$ cat config.mk
export PLATFORM = sky130hd
export DESIGN_NAME = pointer_clamp_rect_union_core
export DESIGN_NICKNAME = d
export VERILOG_FILES = /design/src/rtl/core/pcru_pkg.sv /design/src/rtl/core/pcru_clamp.sv /design/src/rtl/core/pointer_clamp_rect_union_core.sv
export SDC_FILE = /design/constraint.sdc
export NUM_CORES = 2
export LEC_CHECK = 0
export BUFFER_PORTS_ARGS = -buffer_cell sky130_fd_sc_hd__buf_2
export CORE_MARGIN = 10
export CORE_UTILIZATION = 45
export DETAILED_ROUTE_END_ITERATION = 10
export SYNTH_ARGS = -nofsm -noshare
export SYNTH_HDL_FRONTEND = slang
export SYNTH_SLANG_ARGS = --single-unit
$ cat constraint.sdc
create_clock -name i_clk -period 24.8 [get_ports i_clk]
set_input_delay 1.24 -clock i_clk [delete_from_list [all_inputs] [get_ports i_clk]]
set_output_delay 1.24 -clock i_clk [all_outputs]
set_load 0.02 [all_outputs]
$ cat src/rtl/core/pcru_pkg.sv
// pcru_pkg: widths, register indexes and types for the pointer clamp block
// no dependencies; imported by the clamp unit, the core and the checker
package pcru_pkg;

    localparam int FRAC_BITS = 8;
    localparam int MAX_RECTS = 6;
    localparam int POS_W     = 26;
    localparam int DELTA_W   = 24;
    localparam int MAG_W     = 26;
    localparam int SQ_W      = 2 * MAG_W;
    localparam int DIST_W    = SQ_W + 1;
    localparam int IDX_W     = 3;
    localparam int CFG_IDX_W = 3;
    localparam int CFG_W     = 64;

    // configuration register indexes beyond the rectangle table
    localparam logic [CFG_IDX_W-1:0] CFG_RECT_COUNT = 3'd6;
    localparam logic [CFG_IDX_W-1:0] CFG_LOCKED     = 3'd7;

    // reset layout: 1920x1080 at the origin, cursor at its center
    localparam logic [CFG_W-1:0]        RECT0_RESET = 64'h0438_0780_0000_0000;
    localparam logic signed [POS_W-1:0] CUR_X_RESET = 26'sd245760;
    localparam logic signed [POS_W-1:0] CUR_Y_RESET = 26'sd138240;

    typedef logic signed [POS_W-1:0] t_pos;

    // packed rectangle, same bit layout as the configuration word
    typedef struct packed {
        logic [15:0]        h;
        logic [15:0]        w;
        logic signed [15:0] y;
        logic signed [15:0] x;
    } t_rect;

    // projection of a point onto one rectangle
    typedef struct packed {
        t_pos             cx;
        t_pos             cy;
        logic [MAG_W-1:0] ax;
        logic [MAG_W-1:0] ay;
    } t_clamp_res;

endpackage

$ cat src/rtl/core/pcru_clamp.sv
// pcru_clamp: projects a point onto one rectangle, per axis clamp and error magnitude
// depends on pcru_pkg
module pcru_clamp import pcru_pkg::*; (
    input  t_rect      i_rect,
    input  t_pos       i_px,
    input  t_pos       i_py,
    output t_clamp_res o_res
);

    // clamp one axis to [lo, lo + size - 1/256], return clamped value and |v - c|
    function automatic logic [POS_W+MAG_W-1:0] clamp_axis(
        input logic signed [15:0] org,
        input logic [15:0]        size,
        input t_pos               v
    );
        logic signed [POS_W:0] lo;
        logic signed [POS_W:0] top;
        logic signed [POS_W:0] vv;
        logic signed [POS_W:0] c;
        logic signed [POS_W:0] e;
        logic signed [POS_W:0] m;
        lo  = signed'({{3{org[15]}}, org, 8'b0});
        top = lo + signed'({3'b0, size, 8'b0}) - 27'sd1;
        vv  = {v[POS_W-1], v};
        if (vv < lo) begin
            c = lo;
        end else if (vv > top) begin
            c = top;
        end else begin
            c = vv;
        end
        e = vv - c;
        m = e[POS_W] ? -e : e;
        return {c[POS_W-1:0], m[MAG_W-1:0]};
    endfunction

    logic [POS_W+MAG_W-1:0] res_x;
    logic [POS_W+MAG_W-1:0] res_y;

    // both axes side by side
    always_comb begin
        res_x    = clamp_axis(i_rect.x, i_rect.w, i_px);
        res_y    = clamp_axis(i_rect.y, i_rect.h, i_py);
        o_res.cx = res_x[POS_W+MAG_W-1:MAG_W];
        o_res.ax = res_x[MAG_W-1:0];
        o_res.cy = res_y[POS_W+MAG_W-1:MAG_W];
        o_res.ay = res_y[MAG_W-1:0];
    end

endmodule

$ cat src/rtl/core/pointer_clamp_rect_union_core.sv
// pointer_clamp_rect_union_core: cursor clamp to a union of up to six rectangles
// depends on pcru_pkg and pcru_clamp
//
// Keeps the cursor in signed fixed point (8 fraction bits) and returns one
// position per input transfer. A motion transfer walks the active rectangles
// one at a time through a single clamp unit and one shared 26x26 squarer:
// each rectangle passes through the clamp, square x, square y and compare
// states in turn. A locked pointer or an empty table skips the walk. A
// layout transfer runs the containment check one rectangle per cycle. The
// input is stalled from acceptance until the result enters the output
// register; that register lets the next input transfer be accepted while
// the previous result still waits downstream. Configuration is taken in
// every cycle (ready is tied high) and must only be written while idle.
module pointer_clamp_rect_union_core import pcru_pkg::*; (
    input  logic                        i_clk,
    input  logic                        i_rst_n,
    // input channel
    input  logic                        i_in_valid,
    output logic                        o_in_stall,
    input  logic                        i_op,
    input  logic signed [DELTA_W-1:0]   i_delta_x,
    input  logic signed [DELTA_W-1:0]   i_delta_y,
    // result channel
    output logic                        o_out_valid,
    input  logic                        i_out_stall,
    output logic signed [POS_W-1:0]     o_cursor_x,
    output logic signed [POS_W-1:0]     o_cursor_y,
    // configuration channel
    input  logic                        i_cfg_valid,
    output logic                        o_cfg_ready,
    input  logic [CFG_IDX_W-1:0]        i_cfg_index,
    input  logic [CFG_W-1:0]            i_cfg_data
);

    localparam logic [2:0] S_IDLE  = 3'd0;
    localparam logic [2:0] S_CLAMP = 3'd1;
    localparam logic [2:0] S_SQX   = 3'd2;
    localparam logic [2:0] S_SQY   = 3'd3;
    localparam logic [2:0] S_CMP   = 3'd4;
    localparam logic [2:0] S_DONE  = 3'd5;

    localparam logic [IDX_W-1:0] LAST_MAX = IDX_W'(MAX_RECTS - 1);

    logic [CFG_W-1:0]  r_rect [MAX_RECTS];
    logic [2:0]        r_rect_count;
    logic              r_locked;
    t_pos              r_cur_x;
    t_pos              r_cur_y;
    logic [2:0]        r_state;
    logic [2:0]        n_state;
    logic [IDX_W-1:0]  r_idx;
    logic              r_layout;
    t_pos              r_tx;
    t_pos              r_ty;
    t_pos              r_cx;
    t_pos              r_cy;
    logic [MAG_W-1:0]  r_ax;
    logic [MAG_W-1:0]  r_ay;
    logic [SQ_W-1:0]   r_sqx;
    logic [SQ_W-1:0]   r_sqy;
    logic [DIST_W-1:0] r_best;
    logic              r_have;
    t_pos              r_bx;
    t_pos              r_by;
    logic              r_out_valid;
    t_pos              r_out_x;
    t_pos              r_out_y;

    logic              in_xfer;
    logic              no_rects;
    logic [IDX_W-1:0]  last_idx;
    logic              is_last;
    logic [POS_W:0]    sum_x;
    logic [POS_W:0]    sum_y;
    t_pos              sat_x;
    t_pos              sat_y;
    t_rect             cur_rect;
    t_rect             rect0;
    t_clamp_res        clamp_res;
    logic [MAG_W-1:0]  mul_a;
    logic [SQ_W-1:0]   mul_p;
    logic [DIST_W-1:0] dist_sum;
    logic              take;
    logic              in_rect;
    logic              out_load;
    t_pos              seat_x;
    t_pos              seat_y;

    assign o_in_stall  = (r_state != S_IDLE);
    assign o_cfg_ready = 1'b1;
    assign o_out_valid = r_out_valid;
    assign o_cursor_x  = r_out_x;
    assign o_cursor_y  = r_out_y;
    assign in_xfer     = i_in_valid && !o_in_stall;

    // active rectangle count, saturated to the table size
    assign no_rects = (r_rect_count == 3'd0);
    assign last_idx = (r_rect_count > 3'(MAX_RECTS)) ? LAST_MAX
                                                     : IDX_W'(r_rect_count - 3'd1);
    assign is_last  = (r_idx == last_idx);

    // saturating cursor plus delta
    always_comb begin
        sum_x = {r_cur_x[POS_W-1], r_cur_x} + {{3{i_delta_x[DELTA_W-1]}}, i_delta_x};
        sum_y = {r_cur_y[POS_W-1], r_cur_y} + {{3{i_delta_y[DELTA_W-1]}}, i_delta_y};
        if (sum_x[POS_W] != sum_x[POS_W-1]) begin
            sat_x = sum_x[POS_W] ? {1'b1, {(POS_W-1){1'b0}}} : {1'b0, {(POS_W-1){1'b1}}};
        end else begin
            sat_x = sum_x[POS_W-1:0];
        end
        if (sum_y[POS_W] != sum_y[POS_W-1]) begin
            sat_y = sum_y[POS_W] ? {1'b1, {(POS_W-1){1'b0}}} : {1'b0, {(POS_W-1){1'b1}}};
        end else begin
            sat_y = sum_y[POS_W-1:0];
        end
    end

    // shared clamp unit on the selected rectangle
    assign cur_rect = t_rect'(r_rect[r_idx]);

    pcru_clamp u_clamp (
        .i_rect (cur_rect),
        .i_px   (r_tx),
        .i_py   (r_ty),
        .o_res  (clamp_res)
    );

    assign in_rect = (clamp_res.ax == '0) && (clamp_res.ay == '0);

    // shared squarer, x then y
    assign mul_a = (r_state == S_SQX) ? r_ax : r_ay;
    assign mul_p = mul_a * mul_a;

    // distance compare, the earlier rectangle wins ties
    assign dist_sum = {1'b0, r_sqx} + {1'b0, r_sqy};
    assign take     = !r_have || (dist_sum < r_best);

    // reseat point: center of the first rectangle
    assign rect0  = t_rect'(r_rect[0]);
    assign seat_x = t_pos'({{2{rect0.x[15]}}, rect0.x, 8'b0}) + t_pos'({3'b0, rect0.w, 7'b0});
    assign seat_y = t_pos'({{2{rect0.y[15]}}, rect0.y, 8'b0}) + t_pos'({3'b0, rect0.h, 7'b0});

    assign out_load = (r_state == S_DONE) && (!r_out_valid || !i_out_stall);

    // sequencer
    always_comb begin
        n_state = r_state;
        case (r_state)
            S_IDLE: begin
                if (in_xfer) begin
                    if (no_rects || (!i_op && r_locked)) begin
                        n_state = S_DONE;
                    end else begin
                        n_state = S_CLAMP;
                    end
                end
            end
            S_CLAMP: begin
                if (!r_layout) begin
                    n_state = S_SQX;
                end else if (in_rect || is_last) begin
                    n_state = S_DONE;
                end
            end
            S_SQX: n_state = S_SQY;
            S_SQY: n_state = S_CMP;
            S_CMP: n_state = is_last ? S_DONE : S_CLAMP;
            S_DONE: begin
                if (out_load) begin
                    n_state = S_IDLE;
                end
            end
            default: n_state = S_IDLE;
        endcase
    end

    // control state, configuration and cursor
    always_ff @(posedge i_clk) begin
        if (!i_rst_n) begin
            r_state      <= S_IDLE;
            r_out_valid  <= 1'b0;
            r_rect_count <= 3'd1;
            r_locked     <= 1'b0;
            r_cur_x      <= CUR_X_RESET;
            r_cur_y      <= CUR_Y_RESET;
            r_have       <= 1'b0;
            r_idx        <= '0;
            r_layout     <= 1'b0;
            for (int i = 0; i < MAX_RECTS; i++) begin
                r_rect[i] <= (i == 0) ? RECT0_RESET : '0;
            end
        end else begin
            r_state <= n_state;

            // configuration writes
            if (i_cfg_valid) begin
                case (i_cfg_index)
                    CFG_RECT_COUNT: r_rect_count <= i_cfg_data[2:0];
                    CFG_LOCKED:     r_locked     <= i_cfg_data[0];
                    default: begin
                        if (i_cfg_index < CFG_IDX_W'(MAX_RECTS)) begin
                            r_rect[IDX_W'(i_cfg_index)] <= i_cfg_data;
                        end
                    end
                endcase
            end

            // item start
            if (in_xfer) begin
                r_idx    <= '0;
                r_have   <= 1'b0;
                r_layout <= i_op;
            end

            // containment walk for a layout transfer
            if (r_state == S_CLAMP && r_layout) begin
                if (!in_rect && is_last) begin
                    r_cur_x <= seat_x;
                    r_cur_y <= seat_y;
                end else if (!in_rect) begin
                    r_idx <= r_idx + IDX_W'(1);
                end
            end

            // best-candidate update, commit after the last rectangle
            if (r_state == S_CMP) begin
                r_have <= 1'b1;
                if (is_last) begin
                    r_cur_x <= take ? r_cx : r_bx;
                    r_cur_y <= take ? r_cy : r_by;
                end else begin
                    r_idx <= r_idx + IDX_W'(1);
                end
            end

            // result register
            if (out_load) begin
                r_out_valid <= 1'b1;
            end else if (!i_out_stall) begin
                r_out_valid <= 1'b0;
            end
        end
    end

    // datapath registers
    always_ff @(posedge i_clk) begin
        if (in_xfer) begin
            r_tx <= i_op ? r_cur_x : sat_x;
            r_ty <= i_op ? r_cur_y : sat_y;
        end
        if (r_state == S_CLAMP) begin
            r_cx <= clamp_res.cx;
            r_cy <= clamp_res.cy;
            r_ax <= clamp_res.ax;
            r_ay <= clamp_res.ay;
        end
        if (r_state == S_SQX) begin
            r_sqx <= mul_p;
        end
        if (r_state == S_SQY) begin
            r_sqy <= mul_p;
        end
        if (r_state == S_CMP && take) begin
            r_best <= dist_sum;
            r_bx   <= r_cx;
            r_by   <= r_cy;
        end
        if (out_load) begin
            r_out_x <= r_cur_x;
            r_out_y <= r_cur_y;
        end
    end

endmodule

After elaboration in Yosys (flattened, before gate mapping). Memory sizes are Yosys's and may differ from the RTL's. A register that Yosys moved wholly into a read port is not among the register bits. Cells that the tools add are included.

Input bits: 121. RAM bits: 384. Bits in registers: 482. Bits in latches: 0. Memories: 1. Output and inout bits: 55. Memory bits (read-only): 0.

Reductions and logical operators: 28. Equality and inequality tests: 14. Divide/modulo/power cells: 0. Multiplexer cells: 51. $mul: 1. $lt $le $gt $ge: 7. Bitwise operators: 0. Add/subtract/negate cells: 15. Shift-type cells: 0.

Memories: r_rect (words 6, width 64, rd ports 2, clocked after memory_dff 1, wr ports 6, line pointer_clamp_rect_union_core.sv:44) `logic [CFG_W-1:0] r_rect [MAX_RECTS];`.

Operator list (number): 26-bit two-way mux (19); 27-bit two-way mux (4); 64-bit two-way mux (1); 64-bit OR reduction (1); 26-bit by 24-bit adder with 27-bit output (2); 26-bit by 27-bit greater-than comparator with 1-bit output (2); 26-bit by 27-bit subtractor with 27-bit output (2); 27-bit by 2-bit subtractor with 27-bit output (second input constant) (2); 52-bit by 52-bit adder with 53-bit output (1); 53-bit less-than comparator (1); 24-bit by 25-bit adder with 26-bit output (2); 26-bit logical NOT (2); 26-bit by 24-bit less-than comparator with 1-bit output (2); 26-bit by 26-bit multiplier with 52-bit output (1); 26-bit negation (2); 24-bit by 24-bit adder with 25-bit output (2); 3-bit two-way mux (15); 3-bit case mux with 6 select lines (1); 3-bit == test (second input constant) (4); 1-bit two-way mux (11); 1-bit logical AND (7); 3-bit by 2-bit == test with 1-bit output (second input constant) (2); 1-bit logical NOT (6); 3-bit logical NOT (2); 16 further kinds (22).

Depth between registers and ports, before layout.
Depth after elaboration: 17. Mapped depth: 56. Depth with buffers taken out: 46.

By module. A second synthesis with hierarchy kept.

Cells, all modules: 6770. Area total of the unflattened synthesis: 73494.2 µm².

Modules (own cells, without submodules): pointer_clamp_rect_union_core (instances 1, area each 64660.8 µm², cells each 5449, seq. area each 29137.9 µm²); pcru_clamp (instances 1, area each 8833.5 µm², cells each 1321, seq. area each 0.0 µm²).

Worst setup path before layout. OpenSTA, ideal clock, no wires.

Path kind: flip-flop to flip-flop. Start: register r_idx[0]. End: register r_cur_x[22]. Clock period less this slack: 13.218 ns. Data arrival time: 13.085 ns. Setup time: 0.133 ns. Setup slack: 11.582 ns. Stages on the path, launching flop included: 51. Cell sequence: dfxtp_1 buf_6 buf_6 buf_2 buf_2 buf_1 clkbuf_1 buf_1 mux4_2 mux2i_1 inv_1 ha_1 a211oi_1 o21ai_1 a211o_1 a21o_1 a2111oi_2 and4bb_2 [... 15 more ...] a21oi_1 o21ai_0 nand2b_1 xnor2_1 nand4_1 nor4b_1 nor4b_1 nand4b_1 nor3_2 a21oi_1 a211o_1 a2111oi_0 nor4b_1 o2111ai_2 buf_2 buf_4 nand3_1 a31oi_1.

RTL lines: start, declared (line pointer_clamp_rect_union_core.sv:51) `logic [IDX_W-1:0] r_idx;`; start signal, assigned (line pointer_clamp_rect_union_core.sv:221) `r_idx <= r_idx + IDX_W'(1);`; start signal, assigned (line pointer_clamp_rect_union_core.sv:232) `r_idx <= r_idx + IDX_W'(1);`; end signal, assigned (line pointer_clamp_rect_union_core.sv:218) `r_cur_x <= seat_x;`; end signal, assigned (line pointer_clamp_rect_union_core.sv:229) `r_cur_x <= take ? r_cx : r_bx;`; end, declared (line pointer_clamp_rect_union_core.sv:47) `t_pos r_cur_x;`.

==> results.md <==
* Status: complete, no violations
* Most used routing layer: met2
* Die Span Y at 423.2 um
* Drt initial violations at about 4000
* P&R area growth vs syn at 9.903%
* Crit-path slowest cell: o2111a_2
* Slowest Stage Delay on Critical Path at 1.02 ns
* Sink Count at a little under 1000
* Total Nets Final at 8082
* Arr. time, crit path at 16.28 ns
* Worst path top cell family by delay: compound AO/OA/AOI/OAI gates
* Least-Margin Pin Slew at 1.203 ns
* Most frequent cells in the layout: edfxtp_1, inv_1, nor2_1
* Max Cap Viol at 0
* Total track usage at 21.96%
* Fin crit period at 15.63 ns
* Remaining global-route overflow at 0
* CTS H-tree depth at 3
* Final Core Density at 49.89%
* Via density at between 5 and 6
* Final slew viol count at 0
* Worst-Skew Late Latency at 0.78 ns
* CTS root buf: clkbuf_16
* Placed Instance Area at 76880 sq um
* Post-route ant nets at 0
* Core Area at 161100 sq um
* Syn Inst Count at roughly 6700
* Residual DRC count at 0
* Hold WS at 0.4436 ns
* Wirelength, routed at ~200000 um
* Worst Clk Skew at approximately 0.082 ns
* # rows at ~150
* Die ar. at around 180000 sq um
* TritonCTS buffer count at 108
* Fmax at roughly 0.064 GHz
* First-pass GRT wire length at 307900 um
* Commonest non-fill, non-tap cell in the layout: edfxtp_1
* Async SR Flop Fraction at 0%
* Unique masters post-synth at 120
* GR Util met3 at slightly below 3%
* Met2 global-route usage at 37.85%
* Clock transition at path regs at around 0.06 ns
* Synth Area per Inst at 10.98 sq um
* Warning count from the yosys run at 0
* Final period utilization at 63.04%
* Setup bufs post-CTS at 0
* Worst Setup Path Type: register to register
* Critical Path RT at between 20 and 30 ns
* Crit path capture type: register
* Top_reg_cell synth: edfxtp_1
* Post-DP HPWL at 149800 um
* # hold bufs at CTS at 0
* Vias at 50203
* Wire per inst at 21.76 um
* Mapped cell area at 73140 sq um
* Number of synthesized register bits at a little under 1000
* Fin area at 80380 sq um
* Register area share after synthesis at between 30% and 40%
* GP Congestion at 0.9195
* Grt met1 use at 28.27%
* Vias in the first global route at 51848
* Crit path launch type: register
* Largest net degree at the start of global routing at just under 90
* 1st-pass router iterations at 6
* Port bufs at 174
* Setup TNS at 0 ns
* Starting density of the core at 45.40%
* TritonCTS clock tree: yes
* Fin. Hold Viols at 0
* Crit-path max FO at 43
* Number of synthesized flops with an enable pin at between 900 and 1000
* Setup violations, final at 0
* RSZ-0062 raised after global routing: no
* Max-slew headroom at approximately 20%
* Cts repair resizes at 0
* Die Wd at 423.2 um
* Worst Hold Class: register to register
* Worst Path Buf+Inv at 4
* Clock buffer depth at 3
* Ports at 176
* Share of cells above drive strength 1 at 10.42%
* Initial antenna violation count at 5
registers in the layout (all words and copies together) (netlist names), 26 cells and up:
register and flops:
r_by 26, r_ax 26, r_ty 26, o_cursor_x 26, r_bx 26, r_tx 26, r_cur_x 26, r_best 53
r_cy 26, r_ay 26, r_rect 512, r_cx 26, r_sqx 51, o_cursor_y 26, r_sqy 51, r_cur_y 26
logic make-up (layout without fill, tap and decap cells):
kind of cell | count (synthesis) | after routing | synth area share [%]
multiplexers | 290 | 290 | 6.305
flip-flops | 992 | 992 | 39.84
AO/OA/AOI/OAI | 1069 | 1069 | 9.634
other | 2 | 132 | 0.01027
buffers and inverters | 1134 | 1343 | 6.004
AND/OR/NAND/NOR | 1832 | 1832 | 11.36
XOR/XNOR | 289 | 289 | 3.461
adder cells (fa/ha/maj) | 1055 | 1055 | 23.38
per-layer routing:
layer  up-vias  part of all wire [%]
li1      23531                     -
met1     24856                    42
met2      1483                    49
met3       333                   5.4
met4         0                   3.9
met5         -                     0
path summary, 6_finish.rpt:
check | start | to | slack, ns | depth (start not counted)
max | r_idx[0] | r_cur_y[9] | 9.17 | 42
min | r_cx[15] | r_bx[15] | 0.44 | 0
max reg2reg | r_idx[0] | r_cur_y[9] | 9.17 | 42
min reg2reg | r_cx[15] | r_bx[15] | 0.44 | 0
cell type report:
cell class	instances	area (sq um)
clock inverters	67	644.4
inverters	905	3397
well taps	2160	2703
flip-flops and latches	992	29150
clock buffers	133	2856
diodes	3	7.507
multi-input cells	4664	40280
repair buffers	238	1351
fillers	14725	80730
through the flow:
stage	setup WS (ns)	cells
after CTS	9.352	9159
after global routing	7.843	9162
after floorplan	11.58	6790
final	9.166	9162
after global placement	9.719	8959
after detailed placement	9.438	8959
Yosys cell counts, types with 12 or more instances:
cell	n	share of area, %
nor4_1	30	0.26
and3_1	41	0.35
or3_1	31	0.27
o31ai_1	19	0.20
a211oi_1	45	0.46
nor2_1	789	4.0
xnor2_1	192	2.3
and2_1	30	0.26
buf_1	34	0.17
a211o_1	15	0.18
xor2_1	97	1.2
clkbuf_1	157	0.81
fa_1	521	14
o21ai_0	257	1.8
mux2i_1	76	1.0
nor4b_1	13	0.16
a21oi_1	252	1.7
o21a_1	54	0.55
buf_2	14	0.096
a21o_1	101	1.0
nand2b_1	45	0.38
or2_2	22	0.19
nand4_1	50	0.43
nor3_1	92	0.63
o21bai_1	29	0.30
nand3_1	100	0.68
o211ai_1	26	0.27
mux4_2	128	3.9
dfxtp_1	65	1.8
a31oi_1	49	0.42
o21ai_1	15	0.10
a31o_2	17	0.20
ha_1	531	9.1
a22oi_1	21	0.22
mux2_2	85	1.3
nor3b_1	12	0.12
a21boi_0	26	0.27
nor2b_1	66	0.56
edfxtp_1	927	38
nand2_1	457	2.3
inv_1	896	4.6
Power is left out: the tool's default activity adds up to more than one toggle a clock period on the data nets, which glitch-free logic cannot reach.
